<file path="src/rtl/core/tsf_pkg.sv">
`default_nettype none

package tsf_pkg;

	// Field widths of the channels and the configuration register.
	localparam int unsigned ByteW   = 8;
	localparam int unsigned LenW    = 11;
	localparam int unsigned LimitW  = 10;
	localparam int unsigned TotalW  = 16;

	// Limit that applies after reset.
	localparam logic [LimitW-1:0] LimitReset = 10'd256;

	// Characters with a meaning of their own.
	localparam logic [ByteW-1:0] CH_NUL    = 8'h00;
	localparam logic [ByteW-1:0] CH_BS     = 8'h08;
	localparam logic [ByteW-1:0] CH_TAB    = 8'h09;
	localparam logic [ByteW-1:0] CH_LF     = 8'h0A;
	localparam logic [ByteW-1:0] CH_FF     = 8'h0C;
	localparam logic [ByteW-1:0] CH_CR     = 8'h0D;
	localparam logic [ByteW-1:0] CH_QUOTE  = 8'h22;
	localparam logic [ByteW-1:0] CH_COMMA  = 8'h2C;
	localparam logic [ByteW-1:0] CH_SLASH  = 8'h2F;
	localparam logic [ByteW-1:0] CH_LT     = 8'h3C;
	localparam logic [ByteW-1:0] CH_GT     = 8'h3E;
	localparam logic [ByteW-1:0] CH_BSLASH = 8'h5C;

	// Result kinds.
	typedef enum logic [1:0] {
		KIND_CHAR  = 2'd0,
		KIND_EOL   = 2'd1,
		KIND_TRUNC = 2'd2
	} kind_t;

	// One result item as held in the output queue.
	typedef struct packed {
		kind_t             kind;
		logic [ByteW-1:0]  out_char;
		logic [LenW-1:0]   line_length;
		logic [TotalW-1:0] truncation_total;
		logic              last;
	} result_t;

endpackage

`default_nettype wire

</file>
<file path="src/rtl/core/tsf_if.sv">
`default_nettype none

// Input channel: one received character per transfer.
interface tsf_in_if import tsf_pkg::*; ();
	logic             valid;
	logic             ready;
	logic [ByteW-1:0] in_byte;

	modport source (output valid, output in_byte, input ready);
	modport sink   (input valid, input in_byte, output ready);
endinterface

// Output channel: one result item per transfer.
interface tsf_out_if import tsf_pkg::*; ();
	logic              valid;
	logic              ready;
	logic [1:0]        kind;
	logic [ByteW-1:0]  out_char;
	logic [LenW-1:0]   line_length;
	logic [TotalW-1:0] truncation_total;
	logic              last;

	modport source (output valid, output kind, output out_char, output line_length,
		output truncation_total, output last, input ready);
	modport sink   (input valid, input kind, input out_char, input line_length,
		input truncation_total, input last, output ready);
endinterface

`default_nettype wire

</file>
<file path="src/rtl/core/tag_strip_escape_line_filter_core.sv">
// Line filter for tag-marked meter text.
// in_item carries one received byte per transfer; out_item carries result
// items: a character, an end of line with the cleaned line length, or a line
// truncation. The flag last marks the final result caused by one byte; a byte
// that is dropped causes no result at all. cfg_wr_en/cfg_wr_data write the
// line length limit; write it only while the block is idle.
// A byte taken from in_item is held in the decode stage and decoded there; its
// results are written into the output queue when that stage advances, and the
// head of the queue is offered on out_item.
// Throughput: one byte per cycle while each byte gives at most one result and
// the receiver keeps up; an escaped character gives two results and the single
// output port moves one per cycle, so such bytes fill the queue. The decode
// stage waits whenever the four-entry output queue has fewer than two free slots.
// Reset clears the tag and line state, the truncation count and the queue,
// and sets the limit to 256. When the receiver stalls, results wait in the
// queue and in_item.ready drops while the decode stage holds a byte and the
// queue holds three or more results; nothing is lost or repeated.
`default_nettype none

module tag_strip_escape_line_filter_core import tsf_pkg::*; (
	input  wire logic              clk,
	input  wire logic              arst_n,
	tsf_in_if.sink                 in_item,
	tsf_out_if.source              out_item,
	input  wire logic              cfg_wr_en,
	input  wire logic [LimitW-1:0] cfg_wr_data
);

	localparam int unsigned QDepth = 4;
	localparam int unsigned CntW   = $clog2(QDepth + 1);

	// Configuration register.
	logic [LimitW-1:0] max_len_q;

	// Decode stage.
	logic             valid_s1;
	logic [ByteW-1:0] byte_s1;
	logic             adv;

	// Line state.
	logic              in_tag_q, in_tag_d;
	logic [LenW-1:0]   raw_q, raw_d;
	logic [LenW-1:0]   emit_q, emit_d;
	logic              comma_q, comma_d;
	logic [TotalW-1:0] trunc_q, trunc_d;

	// Decode results.
	logic [1:0] n_res;
	result_t    r0, r1;
	logic       esc;

	// Output queue, head at entry 0.
	result_t         queue_q [QDepth];
	logic [CntW-1:0] cnt_q;
	logic [CntW-1:0] cnt_pop;
	logic            pop;

	// Limit register.
	always_ff @(posedge clk or negedge arst_n) begin
		if (!arst_n) begin
			max_len_q <= LimitReset;
		end else if (cfg_wr_en) begin
			max_len_q <= cfg_wr_data;
		end
	end

	// The decode stage moves on when the queue can take two results.
	assign adv           = valid_s1 && (cnt_q <= CntW'(QDepth - 2));
	assign in_item.ready = !valid_s1 || adv;

	always_ff @(posedge clk or negedge arst_n) begin
		if (!arst_n) begin
			valid_s1 <= 1'b0;
		end else if (in_item.ready) begin
			valid_s1 <= in_item.valid;
		end
	end

	always_ff @(posedge clk) begin
		if (in_item.ready && in_item.valid) begin
			byte_s1 <= in_item.in_byte;
		end
	end

	// Decode one byte against the line state.
	always_comb begin
		n_res    = 2'd0;
		r0       = '0;
		r1       = '0;
		esc      = 1'b0;
		in_tag_d = in_tag_q;
		raw_d    = raw_q;
		emit_d   = emit_q;
		comma_d  = comma_q;
		trunc_d  = trunc_q;

		if (raw_q >= {1'b0, max_len_q}) begin
			// Line too long: the byte is lost and a new line begins.
			if (trunc_q != '1) begin
				trunc_d = trunc_q + TotalW'(1);
			end
			n_res   = 2'd1;
			r0.kind = KIND_TRUNC;
			raw_d   = '0;
			emit_d  = '0;
			comma_d = 1'b0;
		end else if (byte_s1 inside {CH_NUL, CH_TAB, CH_FF, CH_BS, CH_LF}) begin
			n_res = 2'd0;
		end else begin
			case (byte_s1)
				CH_CR: begin
					n_res          = 2'd1;
					r0.kind        = KIND_EOL;
					r0.line_length = emit_q;
					raw_d          = '0;
					emit_d         = '0;
					comma_d        = 1'b0;
				end
				CH_QUOTE, CH_BSLASH: begin
					esc = 1'b1;
				end
				CH_SLASH: begin
					esc = !in_tag_q;
				end
				CH_LT: begin
					in_tag_d = 1'b1;
					raw_d    = raw_q + LenW'(1);
					if (!comma_q) begin
						n_res       = 2'd1;
						r0.kind     = KIND_CHAR;
						r0.out_char = CH_COMMA;
						emit_d      = emit_q + LenW'(1);
						comma_d     = 1'b1;
					end
				end
				CH_GT: begin
					in_tag_d = 1'b0;
				end
				default: begin
					if (!in_tag_q) begin
						n_res       = 2'd1;
						r0.kind     = KIND_CHAR;
						r0.out_char = byte_s1;
						emit_d      = emit_q + LenW'(1);
						raw_d       = raw_q + LenW'(1);
						comma_d     = (byte_s1 == CH_COMMA);
					end
				end
			endcase
		end

		// Escaped character: a backslash, then the character itself.
		if (esc) begin
			n_res       = 2'd2;
			r0.kind     = KIND_CHAR;
			r0.out_char = CH_BSLASH;
			r1.kind     = KIND_CHAR;
			r1.out_char = byte_s1;
			emit_d      = emit_q + LenW'(2);
			raw_d       = raw_q + LenW'(2);
			comma_d     = 1'b0;
		end

		r0.truncation_total = trunc_d;
		r1.truncation_total = trunc_d;
		r0.last             = (n_res == 2'd1);
		r1.last             = 1'b1;
	end

	// Line state advances with each decoded byte.
	always_ff @(posedge clk or negedge arst_n) begin
		if (!arst_n) begin
			in_tag_q <= 1'b0;
			raw_q    <= '0;
			emit_q   <= '0;
			comma_q  <= 1'b0;
			trunc_q  <= '0;
		end else if (adv) begin
			in_tag_q <= in_tag_d;
			raw_q    <= raw_d;
			emit_q   <= emit_d;
			comma_q  <= comma_d;
			trunc_q  <= trunc_d;
		end
	end

	// Output queue: the head leaves on a transfer, new results go behind the rest.
	assign pop     = out_item.valid && out_item.ready;
	assign cnt_pop = cnt_q - CntW'(pop);

	always_ff @(posedge clk or negedge arst_n) begin
		if (!arst_n) begin
			cnt_q <= '0;
		end else begin
			cnt_q <= cnt_pop + (adv ? CntW'(n_res) : CntW'(0));
		end
	end

	always_ff @(posedge clk) begin
		for (int i = 0; i < QDepth; i++) begin
			if (adv && (n_res != 2'd0) && (CntW'(i) == cnt_pop)) begin
				queue_q[i] <= r0;
			end else if (adv && (n_res == 2'd2) && (CntW'(i) == cnt_pop + CntW'(1))) begin
				queue_q[i] <= r1;
			end else if (pop && (i < QDepth - 1)) begin
				queue_q[i] <= queue_q[(i < QDepth - 1) ? i + 1 : i];
			end
		end
	end

	// Head of the queue drives the output channel.
	assign out_item.valid            = (cnt_q != '0);
	assign out_item.kind             = queue_q[0].kind;
	assign out_item.out_char         = queue_q[0].out_char;
	assign out_item.line_length      = queue_q[0].line_length;
	assign out_item.truncation_total = queue_q[0].truncation_total;
	assign out_item.last             = queue_q[0].last;

endmodule

`default_nettype wire

</file>
<file path="src/flat_wrapper.sv">
// flat-port wrapper written by rule: the top's interface ports become plain ports
module tag_strip_escape_line_filter_core_flat import tsf_pkg::*;
  (clk, arst_n, cfg_wr_en, cfg_wr_data, in_item_valid, in_item_in_byte, in_item_ready, out_item_valid, out_item_kind, out_item_out_char, out_item_line_length, out_item_truncation_total, out_item_last, out_item_ready);
  tsf_in_if in_item_i ();
  tsf_out_if out_item_i ();
  input  wire logic clk;
  input  wire logic arst_n;
  input  wire logic cfg_wr_en;
  input  wire logic [LimitW-1:0] cfg_wr_data;
  input wire logic [$bits(in_item_i.valid)-1:0] in_item_valid;
  input wire logic [$bits(in_item_i.in_byte)-1:0] in_item_in_byte;
  output wire logic [$bits(in_item_i.ready)-1:0] in_item_ready;
  output wire logic [$bits(out_item_i.valid)-1:0] out_item_valid;
  output wire logic [$bits(out_item_i.kind)-1:0] out_item_kind;
  output wire logic [$bits(out_item_i.out_char)-1:0] out_item_out_char;
  output wire logic [$bits(out_item_i.line_length)-1:0] out_item_line_length;
  output wire logic [$bits(out_item_i.truncation_total)-1:0] out_item_truncation_total;
  output wire logic [$bits(out_item_i.last)-1:0] out_item_last;
  input wire logic [$bits(out_item_i.ready)-1:0] out_item_ready;
  assign in_item_i.valid = in_item_valid;
  assign in_item_i.in_byte = in_item_in_byte;
  assign in_item_ready = in_item_i.ready;
  assign out_item_valid = out_item_i.valid;
  assign out_item_kind = out_item_i.kind;
  assign out_item_out_char = out_item_i.out_char;
  assign out_item_line_length = out_item_i.line_length;
  assign out_item_truncation_total = out_item_i.truncation_total;
  assign out_item_last = out_item_i.last;
  assign out_item_i.ready = out_item_ready;
  tag_strip_escape_line_filter_core u_core (.clk(clk), .arst_n(arst_n), .in_item(in_item_i), .out_item(out_item_i), .cfg_wr_en(cfg_wr_en), .cfg_wr_data(cfg_wr_data));
endmodule
</file>
<file path="config.mk">
export PLATFORM = sky130hd
export DESIGN_NAME = tag_strip_escape_line_filter_core_flat
export DESIGN_NICKNAME = d
export VERILOG_FILES = /design/src/rtl/core/tsf_pkg.sv /design/src/rtl/core/tsf_if.sv /design/src/rtl/core/tag_strip_escape_line_filter_core.sv /design/src/flat_wrapper.sv
export SDC_FILE = /design/constraint.sdc
export NUM_CORES = 1
export LEC_CHECK = 0
export ABC_AREA = 1
export BUFFER_PORTS_ARGS = -buffer_cell sky130_fd_sc_hd__buf_2
export CAP_MARGIN = 10
export CORE_MARGIN = 2
export CORE_UTILIZATION = 45
export CTS_BUF_LIST = sky130_fd_sc_hd__clkbuf_16
export CTS_CLUSTER_DIAMETER = 80
export DETAILED_ROUTE_END_ITERATION = 8
export HOLD_SLACK_MARGIN = 0.02
export SYNTH_ARGS = -nofsm -noshare
export SYNTH_HDL_FRONTEND = slang
export SYNTH_SLANG_ARGS = --single-unit
</file>
<file path="constraint.sdc">
create_clock -name clk -period 4.7 [get_ports clk]
set_input_delay 0.94 -clock clk [delete_from_list [all_inputs] [get_ports clk]]
set_output_delay 0.94 -clock clk [all_outputs]
set_load 0.02 [all_outputs]
</file>
## After elaboration in Yosys (flattened, before gate mapping)

Memories as Yosys holds them, arrays and structs flattened.
Cells that the tools add are included.
Widths: inputs -> output; s select.

| word-level totals | value |
|---|---|
| register bits | 62 |
| bits in latches | 0 |
| bits in writable memories | 152 |
| bits in read-only memories | 0 |
| bits of input ports | 23 |
| output and inout bits | 40 |
| logic and storage cells | 162 |
| memories kept | 1 |

Memories:

| name | depth | bits a word | read ports | clocked after Yosys merged registers in | wr ports | RTL line | text |
|---|---|---|---|---|---|---|---|
| u_core.queue_q | 4 | 38 | 4 | 0 | 3 | tag_strip_escape_line_filter_core.sv:53 | `result_t queue_q [QDepth];` |

| cells by class | value |
|---|---|
| add/subtract/negate cells | 8 |
| multiply operators | 0 |
| divide/modulo/power cells | 0 |
| magnitude comparators | 2 |
| equality and inequality tests | 24 |
| shifts and indexed selects | 0 |
| mux-type cells | 79 |
| bitwise operators | 9 |
| reductions and logical operators | 30 |

Operator list:

| cell | count |
|---|---|
| $mux 38 | 8 |
| $mux 11 | 10 |
| $pmux 11 s3 | 2 |
| $eq 8x4->1 const B | 5 |
| $eq 8x6->1 const B | 5 |
| $mux 1 | 39 |
| $reduce_or 38->1 | 1 |
| $mux 16 | 2 |
| $add 11x1->11 const B | 2 |
| $add 11x2->11 const B | 2 |
| $mux 21 | 1 |
| $mux 19 | 1 |
| $add 16x1->16 const B | 1 |
| $mux 8 | 2 |
| $ne 16x16->1 const B | 1 |
| $pmux 8 s2 | 1 |
| $logic_and 1x1->1 | 13 |
| $eq 2x3->1 const A | 4 |
| $mux 2 | 6 |
| $pmux 2 s3 | 2 |
| $ge 11x10->1 | 1 |
| $mux 10 | 1 |
| $eq 8x7->1 const B | 1 |
| $logic_not 8->1 | 1 |
| 26 further kinds | 40 |

## Depth between registers and ports, before layout

Gate-level depths: netlist of the first run.

| depth | value |
|---|---|
| depth in word-level cells | 15 |
| mapped depth | 21 |
| depth with buffers taken out | 19 |

## Worst setup path after synthesis of the first run

No wires, ideal clock.

| timing path | value |
|---|---|
| path kind | in2reg |
| from | input port out_item_ready |
| to | memory u_core.queue_q[3][0] (netlist bit) (enable) |
| library setup time | 447 ps |
| data arrival time | 4232 ps |
| data required time | 4253 ps |
| slack | 21 ps |
| stages on the path | 9 |
| path buffers | 0 |
| path through | nand2_1 inv_1 ha_1 ha_1 xor2_1 inv_1 ha_1 nand3_1 o22ai_1 |

RTL lines:

| what | RTL line | text |
|---|---|---|
| start, declared | flat_wrapper.sv:19 | `input wire logic [$bits(out_item_i.ready)-1:0] out_item_ready;` |
| end, declared | tag_strip_escape_line_filter_core.sv:53 |  |

==> impl_metrics.tcl, run 1 <==
set metrics [dict create \
    final_nets 1325 \
    ioPinCount 63 \
    ir_drop_v 0.0002646 \
    layout_commonest_cell "nand2_1" \
    htree_levels 1 \
    cp.arrival_ns 4.30 \
    cts_buffers 25 \
    grt_pass1_wl_mm 38.27 \
    max_freq_mhz 240.9 \
    via_count 7937 \
    grt_max_degree 40 \
    synth-simple-area-share_pct 26.67 \
    leakagePower_nw 5.633 \
    cts_resized 0 \
    die_w_microns 159.3 \
    yosys_warnings 0 \
    synth_cell_type_count 44 \
    status "finished, final reports clean" \
    synth_area_sq_um 10860 \
    rsz0062_at_grt "no" \
    hold_buffers 0 \
    viasPerCell 4.902 \
    rows 56 \
    skew_ns 0.009510 \
    synth_top_family_by_area "simple AND/OR/NAND/NOR gates" \
    drive_gt1_share_pct 11.31 \
    yosys.area_share.xor_xnor_pct 2.006 \
    dieArea_sq_um 25380 \
    critical_path_peak_fanout 38 \
    syn_inst 1226 \
    worst_hold_slack_ns 0.4175 \
    synth_nets 1269 \
    diodes 0 \
    place.gp.congestion 0.8791 \
    drc 0 \
    grt_pass1_vias 7529 \
    cpMaxStageDelayCell "nor2_2" \
    layout_common_cells "430 x nand2_1, 160 x edfxtp_1, 127 x nand3_1, 123 x inv_1, 91 x nor2_1" \
    min_period_ns 4.152 \
    grt-ovfl-total 0 \
    cts_tree "yes" \
    routed_wl_mm 22.55 \
    ys_ff_latch 214 \
    finalSetupTns_ns 0 \
    p_per_area_nw_per_um2 598.1 \
    cts_root_buffer "clkbuf_16" \
    max_cap_viol_count 0 \
    slew_headroom_pct 39.37 \
    syn_avg_cell_area_sq_um 8.854 \
    n_fill_cell 2248 \
    finalSetupViolCount 0 \
    dpl_cell_area_sq_um 11400 \
    coreArea_sq_um 23540 \
    start_kind "flip-flop" \
    cp.required_ns 4.85 \
    criticalPathCategory "flip-flop to flip-flop" \
    critPathMaxStageDelay_ns 0.70 \
    clk_pin_slew_ns 0.06 \
    fin_crit_sh_pct 88.34 \
    antenna_found_initial 0 \
    post_cts_buffers 0 \
    cts.sinks 214 \
    area_growth_pct 12.27 \
    postRouteAntennaNets 0 \
    top_usage_layer "met1" \
    path_cells "inv_1 > ha_1 > nand2_1 > inv_1 > nand2_1 > nor2_1 > nand2_1 > nand2_2 > nor2_4 > nand2_2 > nand2_1 > nor2_2 > nand2_2 > nor2_4 > nand2_2 > nand3_2 > buf_4" \
    synth-seq-area-share_pct 56.72 \
    dr.pass1.iters 5 \
    worst_pin_slew_ns 0.9083 \
    grtUsageMet2_pct 26.50 \
    clk_latency_ns 0.51 \
    slew_violations 0 \
    routedWlPerCell_microns 13.93 \
    use_met3_pct 3.178 \
    hpwl_mm 16.50 \
    start_util_pct 46.11 \
    yosys.area_share.adder_pct 2.374 \
    hold_violations 0 \
    design_area_sq_um 12190 \
    drtIter0Drc 538 \
    portBuffers 62 \
    globalRouteMet1Util_pct 28.00 \
    hold_class "primary input to asynchronous set/reset pin" \
    die_y_microns 159.3 \
    cts_buffer_depth 3 \
    muxShareOfSynthArea_pct 0.1037 \
    synth_compound_area_share_pct 5.325 \
    gr-usage-all-layers_pct 18.14 \
    cp-end-kind "flip-flop" \
]
-- path summary, 6_finish.rpt --
path,cells after the start,from,slack (ns),to
setup / recovery,17,u_core.max_len_q[8]$_DFFE_PN1P_,0.55,u_core.queue_q[1][21]$_DFFE_PP_
hold / removal,1,arst_n,0.42,u_core.trunc_q[9]$_DFFE_PN0P_
setup reg to reg,17,u_core.max_len_q[8]$_DFFE_PN1P_,0.55,u_core.queue_q[1][21]$_DFFE_PP_
hold reg to reg,2,u_core.max_len_q[8]$_DFFE_PN1P_,0.50,u_core.max_len_q[8]$_DFFE_PN1P_
max in group asynchronous,2,arst_n,3.40,u_core.max_len_q[8]$_DFFE_PN1P_
min in group clk,2,u_core.max_len_q[8]$_DFFE_PN1P_,0.50,u_core.max_len_q[8]$_DFFE_PN1P_
-- kinds of logic (layout without fill, tap and decap cells) --
logic type / after synthesis / after routing
adder cells (fa/ha/maj): 20 / 20
multiplexers: 1 / 1
AND/OR/NAND/NOR: 696 / 696
XOR/XNOR: 24 / 24
flip-flops: 214 / 214
buffers and inverters: 166 / 240
AO/OA/AOI/OAI: 105 / 105
-- worst max-delay path: cells and delay by family, from the launching register on --
kind | cells | cell delay (ns)
flip-flops | 1 | 0.51
buffers and inverters | 3 | 0.51
adder cells (fa/ha/maj) | 1 | 0.30
AND/OR/NAND/NOR | 13 | 2.43
-- flip-flops by register name, summed over array words and instances (netlist names) --
| signal | flops |
|---|---|
| u_core.in_tag_q | 1 |
| u_core.trunc_q | 16 |
| u_core.raw_q | 11 |
| u_core.valid_s1 | 1 |
| u_core.comma_q | 1 |
| u_core.emit_q | 11 |
| u_core.max_len_q | 10 |
| u_core.byte_s1 | 8 |
| u_core.queue_q | 152 |
| u_core.cnt_q | 3 |
-- area by class of cell --
cell class                      instances  area [sq um]  share of cell area [%]
Clock buffer                           25         625.6                   5.133
Clock inverter                         20         161.4                   1.324
Inverter                              120         450.4                   3.696
Multi-Input combinational cell        846          3986                   32.71
Sequential cell                       214          6157                   50.52
Tap cell                              319         399.1                   3.275
Timing Repair Buffer                   75         407.9                   3.347
-- routing by layer --
layer  part of all wire (%)  wire (microns)
met5                      0               0
met4                    2.0             448
met3                    5.8            1298
met2                     41            9176
met1                     52           11630
-- cells in the mapped netlist (all sizes together) --
cell type	number	share of area, %
a21boi	1	0.069
buf	36	2.3
and3	1	0.058
inv	120	4.1
fa	1	0.18
o2111ai	1	0.081
xor2	20	1.7
clkbuf	10	0.35
a22oi	1	0.069
a31oi	2	0.12
nor4	3	0.17
o31ai	1	0.069
edfxtp	160	44
a211oi	1	0.069
a21oi	25	1.2
a32oi	2	0.16
o21a	2	0.14
nand3	131	6.1
nor2	101	3.8
nand4	9	0.52
mux2	1	0.10
dfrtp	53	12
o21ai	61	2.9
dfstp	1	0.24
or2	4	0.23
nand2	440	15
o22ai	7	0.40
nor3	7	0.32
xnor2	4	0.32
ha	19	2.2
o311ai	1	0.081
-- report_power, final --
group          switching (mW)  internal [mW]
Clock                   0.720           1.12
Sequential              0.247           2.81
Combinational            1.70          0.693
-- through the flow --
stage,total power [mW],cells,setup WS [ns],util [%]
floorplan,4.878,1226,0.02083,-
global placement,5.439,1574,0.5319,48.43
detailed placement,5.484,1574,0.3765,48.43
CTS,7.345,1619,0.5882,51.77
global route,7.819,1619,0.1849,51.77
finish,7.290,1619,0.5481,51.77
Note: power is estimated with default switching activity, not from simulation.
==> inputs of run 2 (changes only) <==
--- a/config.mk
+++ b/config.mk
@@ -13,6 +13,7 @@
 export CTS_BUF_LIST = sky130_fd_sc_hd__clkbuf_16
 export CTS_CLUSTER_DIAMETER = 80
 export DETAILED_ROUTE_END_ITERATION = 8
+export GPL_TIMING_DRIVEN = 0
 export HOLD_SLACK_MARGIN = 0.02
 export SYNTH_ARGS = -nofsm -noshare
 export SYNTH_HDL_FRONTEND = slang
==> constraint.sdc (replaced) <==
create_clock -name clk -period 5.2 [get_ports clk]
set_input_delay 1.04 -clock clk [delete_from_list [all_inputs] [get_ports clk]]
set_output_delay 1.04 -clock clk [all_outputs]
set_load 0.02 [all_outputs]
==> run 2 against run 1 <==
  * Clock skew is 0.0025 ns lower
  * Largest cell class unchanged
  * Combinational power is 5% lower
  * Register-to-register slack improved by 0.58 ns
==> impl_metrics.tcl, run 2 (same netlist as run 1, synthesis figures left out) <==
set metrics [dict create \
    ir_drop_v 0.0002887 \
    use_met3_pct 2.996 \
    cp-end-kind "flip-flop" \
    cpMaxStageDelayCell "nand2_2" \
    grt_pass1_wl_mm 39.05 \
    layout_commonest_cell "nand2_1" \
    grt-ovfl-total 0 \
    finalSetupViolCount 0 \
    dr.pass1.iters 5 \
    routedWlPerCell_microns 14.16 \
    p_seq_share_pct 42.0 \
    setup_ws_ns 1.125 \
    critPathMaxStageDelay_ns 0.61 \
    coreArea_sq_um 23540 \
    drtIter0Drc 500 \
    start_util_pct 46.11 \
    layout_common_cells "429 x nand2_1, 160 x edfxtp_1, 127 x nand3_1, 120 x inv_1, 92 x nor2_1" \
    rsz0062_at_grt "no" \
    routed_wl_mm 23.36 \
    antenna_found_initial 0 \
    via_count 8018 \
    dpl_worst_slack_ns 0.5867 \
    cts.sinks 214 \
    fin_crit_sh_pct 78.36 \
    comb_power_share_pct 34.8 \
    portBuffers 61 \
    cts_buffer_depth 3 \
    clk_pin_slew_ns 0.06 \
    worst_pin_slew_ns 0.9040 \
    dpl_cell_area_sq_um 11630 \
    hold_class "primary input to asynchronous set/reset pin" \
    top_usage_layer "met2" \
    pwr-share-clk_pct 23.2 \
    top_regs "u_core.queue_q: 152 flops, u_core.trunc_q: 16 flops" \
    cts_root_buffer "clkbuf_16" \
    power_switching_mw 2.465 \
    gr-usage-all-layers_pct 18.76 \
    max_cap_viol_count 0 \
    n_fill_cell 2247 \
    die_w_microns 159.3 \
    grt_max_degree 39 \
    post_cts_buffers 0 \
    design_area_sq_um 12340 \
    largest_reg_flops 152 \
    rows 56 \
    cts_tree "yes" \
    regMostFlops "u_core.queue_q" \
    leakagePower_nw 5.713 \
    drc 0 \
    criticalPathCategory "flip-flop to flip-flop" \
    internal_power_mw 4.108 \
    p_per_area_nw_per_um2 532.6 \
    die_y_microns 159.3 \
    max_freq_mhz 245.4 \
    globalRouteMet1Util_pct 27.88 \
    cts_resized 0 \
    slew_violations 0 \
    hold_buffers 0 \
    fin_util_pct 52.43 \
    finalSetupTns_ns 0 \
    final_nets 1359 \
    slew_headroom_pct 39.66 \
    status "finished, final reports clean" \
    cts_buffers 25 \
    place.gp.congestion 0.8950 \
    skew_ns 0.006994 \
    dieArea_sq_um 25380 \
    clk_latency_ns 0.54 \
    postRouteAntennaNets 0 \
    grtUsageMet2_pct 28.95 \
    ioPinCount 63 \
    path_cells "nor2_1 > nand2_1 > nand2_1 > inv_1 > ha_1 > ha_1 > xor2_1 > inv_1 > ha_1 > nand4_1 > nand2_1 > nand2_2 > buf_4 > nand2_2" \
    grt_pass1_vias 7587 \
    hold_violations 0 \
    hpwl_mm 17.70 \
    diodes 0 \
    htree_levels 1 \
    switching_share_pct 37.50 \
    critical_path_peak_fanout 38 \
    drive_gt1_share_pct 12.62 \
    start_kind "flip-flop" \
    min_period_ns 4.075 \
    cp.arrival_ns 4.24 \
    cp.required_ns 5.36 \
    cp_top_family "simple AND/OR/NAND/NOR gates" \
    area_growth_pct 13.70 \
    cp.buffers_inverters 3 \
    viasPerCell 4.859 \
]
==> run 2: final timing paths <==
path	start	to	slack (ns)	cells past startpoint
setup / recovery	u_core.cnt_q[0]$_DFF_PN0_	u_core.queue_q[2][12]$_DFFE_PP_	1.13	14
hold / removal	arst_n	u_core.trunc_q[11]$_DFFE_PN0P_	0.46	1
setup reg to reg	u_core.cnt_q[0]$_DFF_PN0_	u_core.queue_q[2][12]$_DFFE_PP_	1.13	14
hold reg to reg	u_core.max_len_q[8]$_DFFE_PN1P_	u_core.max_len_q[8]$_DFFE_PN1P_	0.49	2
max in group asynchronous	arst_n	u_core.max_len_q[8]$_DFFE_PN1P_	4.10	2
min in group clk	u_core.max_len_q[8]$_DFFE_PN1P_	u_core.max_len_q[8]$_DFFE_PN1P_	0.49	2
==> run 2: area by class of cell <==
cell class,instances,area (sq um),share of cell area [%]
plain buffers,46,287.8,2.331
clock buffers,25,625.6,5.068
clock inverters,17,83.83,0.6792
inverters,120,450.4,3.649
multi-input cells,846,3986,32.30
flip-flops and latches,214,6157,49.88
well taps,319,399.1,3.234
repair buffers,63,352.8,2.859
==> run 2: power groups by stage <==
| stage | logic (mW) | registers [mW] | clock network (mW) |
|---|---|---|---|
| 6_report | 2.29 | 2.76 | 1.53 |
| 5_1_grt | 2.58 | 2.82 | 1.63 |
| 4_1_cts | 2.29 | 2.76 | 1.56 |
| 3_5_place_dp | 2.28 | 2.79 | 0 |
| 3_3_place_gp | 2.22 | 2.80 | 0 |
| 2_1_floorplan | 1.50 | 2.91 | 0 |
==> run 2: worst reg2reg max path: stages, from the launching register on <==
cell and delay [ns]:
dfrtp_1 0.40, nor2_1 0.10, nand2_1 0.10, nand2_1 0.27, inv_1 0.20, ha_1 0.23, ha_1 0.19, xor2_1 0.41
inv_1 0.09, ha_1 0.38, nand4_1 0.21, nand2_1 0.14, nand2_2 0.13, buf_4 0.22, nand2_2 0.61
==> run 2: metrics by stage <==
| stage | hold slack (ns) | power (mW) | instances |
|---|---|---|---|
| after detailed placement | 0.4908 | 5.077 | 1608 |
| after global placement | 0.4845 | 5.019 | 1606 |
| after CTS | 0.4604 | 6.618 | 1650 |
| after floorplan | 0.4631 | 4.408 | 1226 |
| after global routing | 0.4865 | 7.031 | 1650 |
| final | 0.4617 | 6.573 | 1650 |
==> run 2: layer usage <==
layer	wire length [microns]	share of wire, %
met1	11630	50
met2	10050	43
met3	1237	5.3
met4	445	1.9
met5	0	0
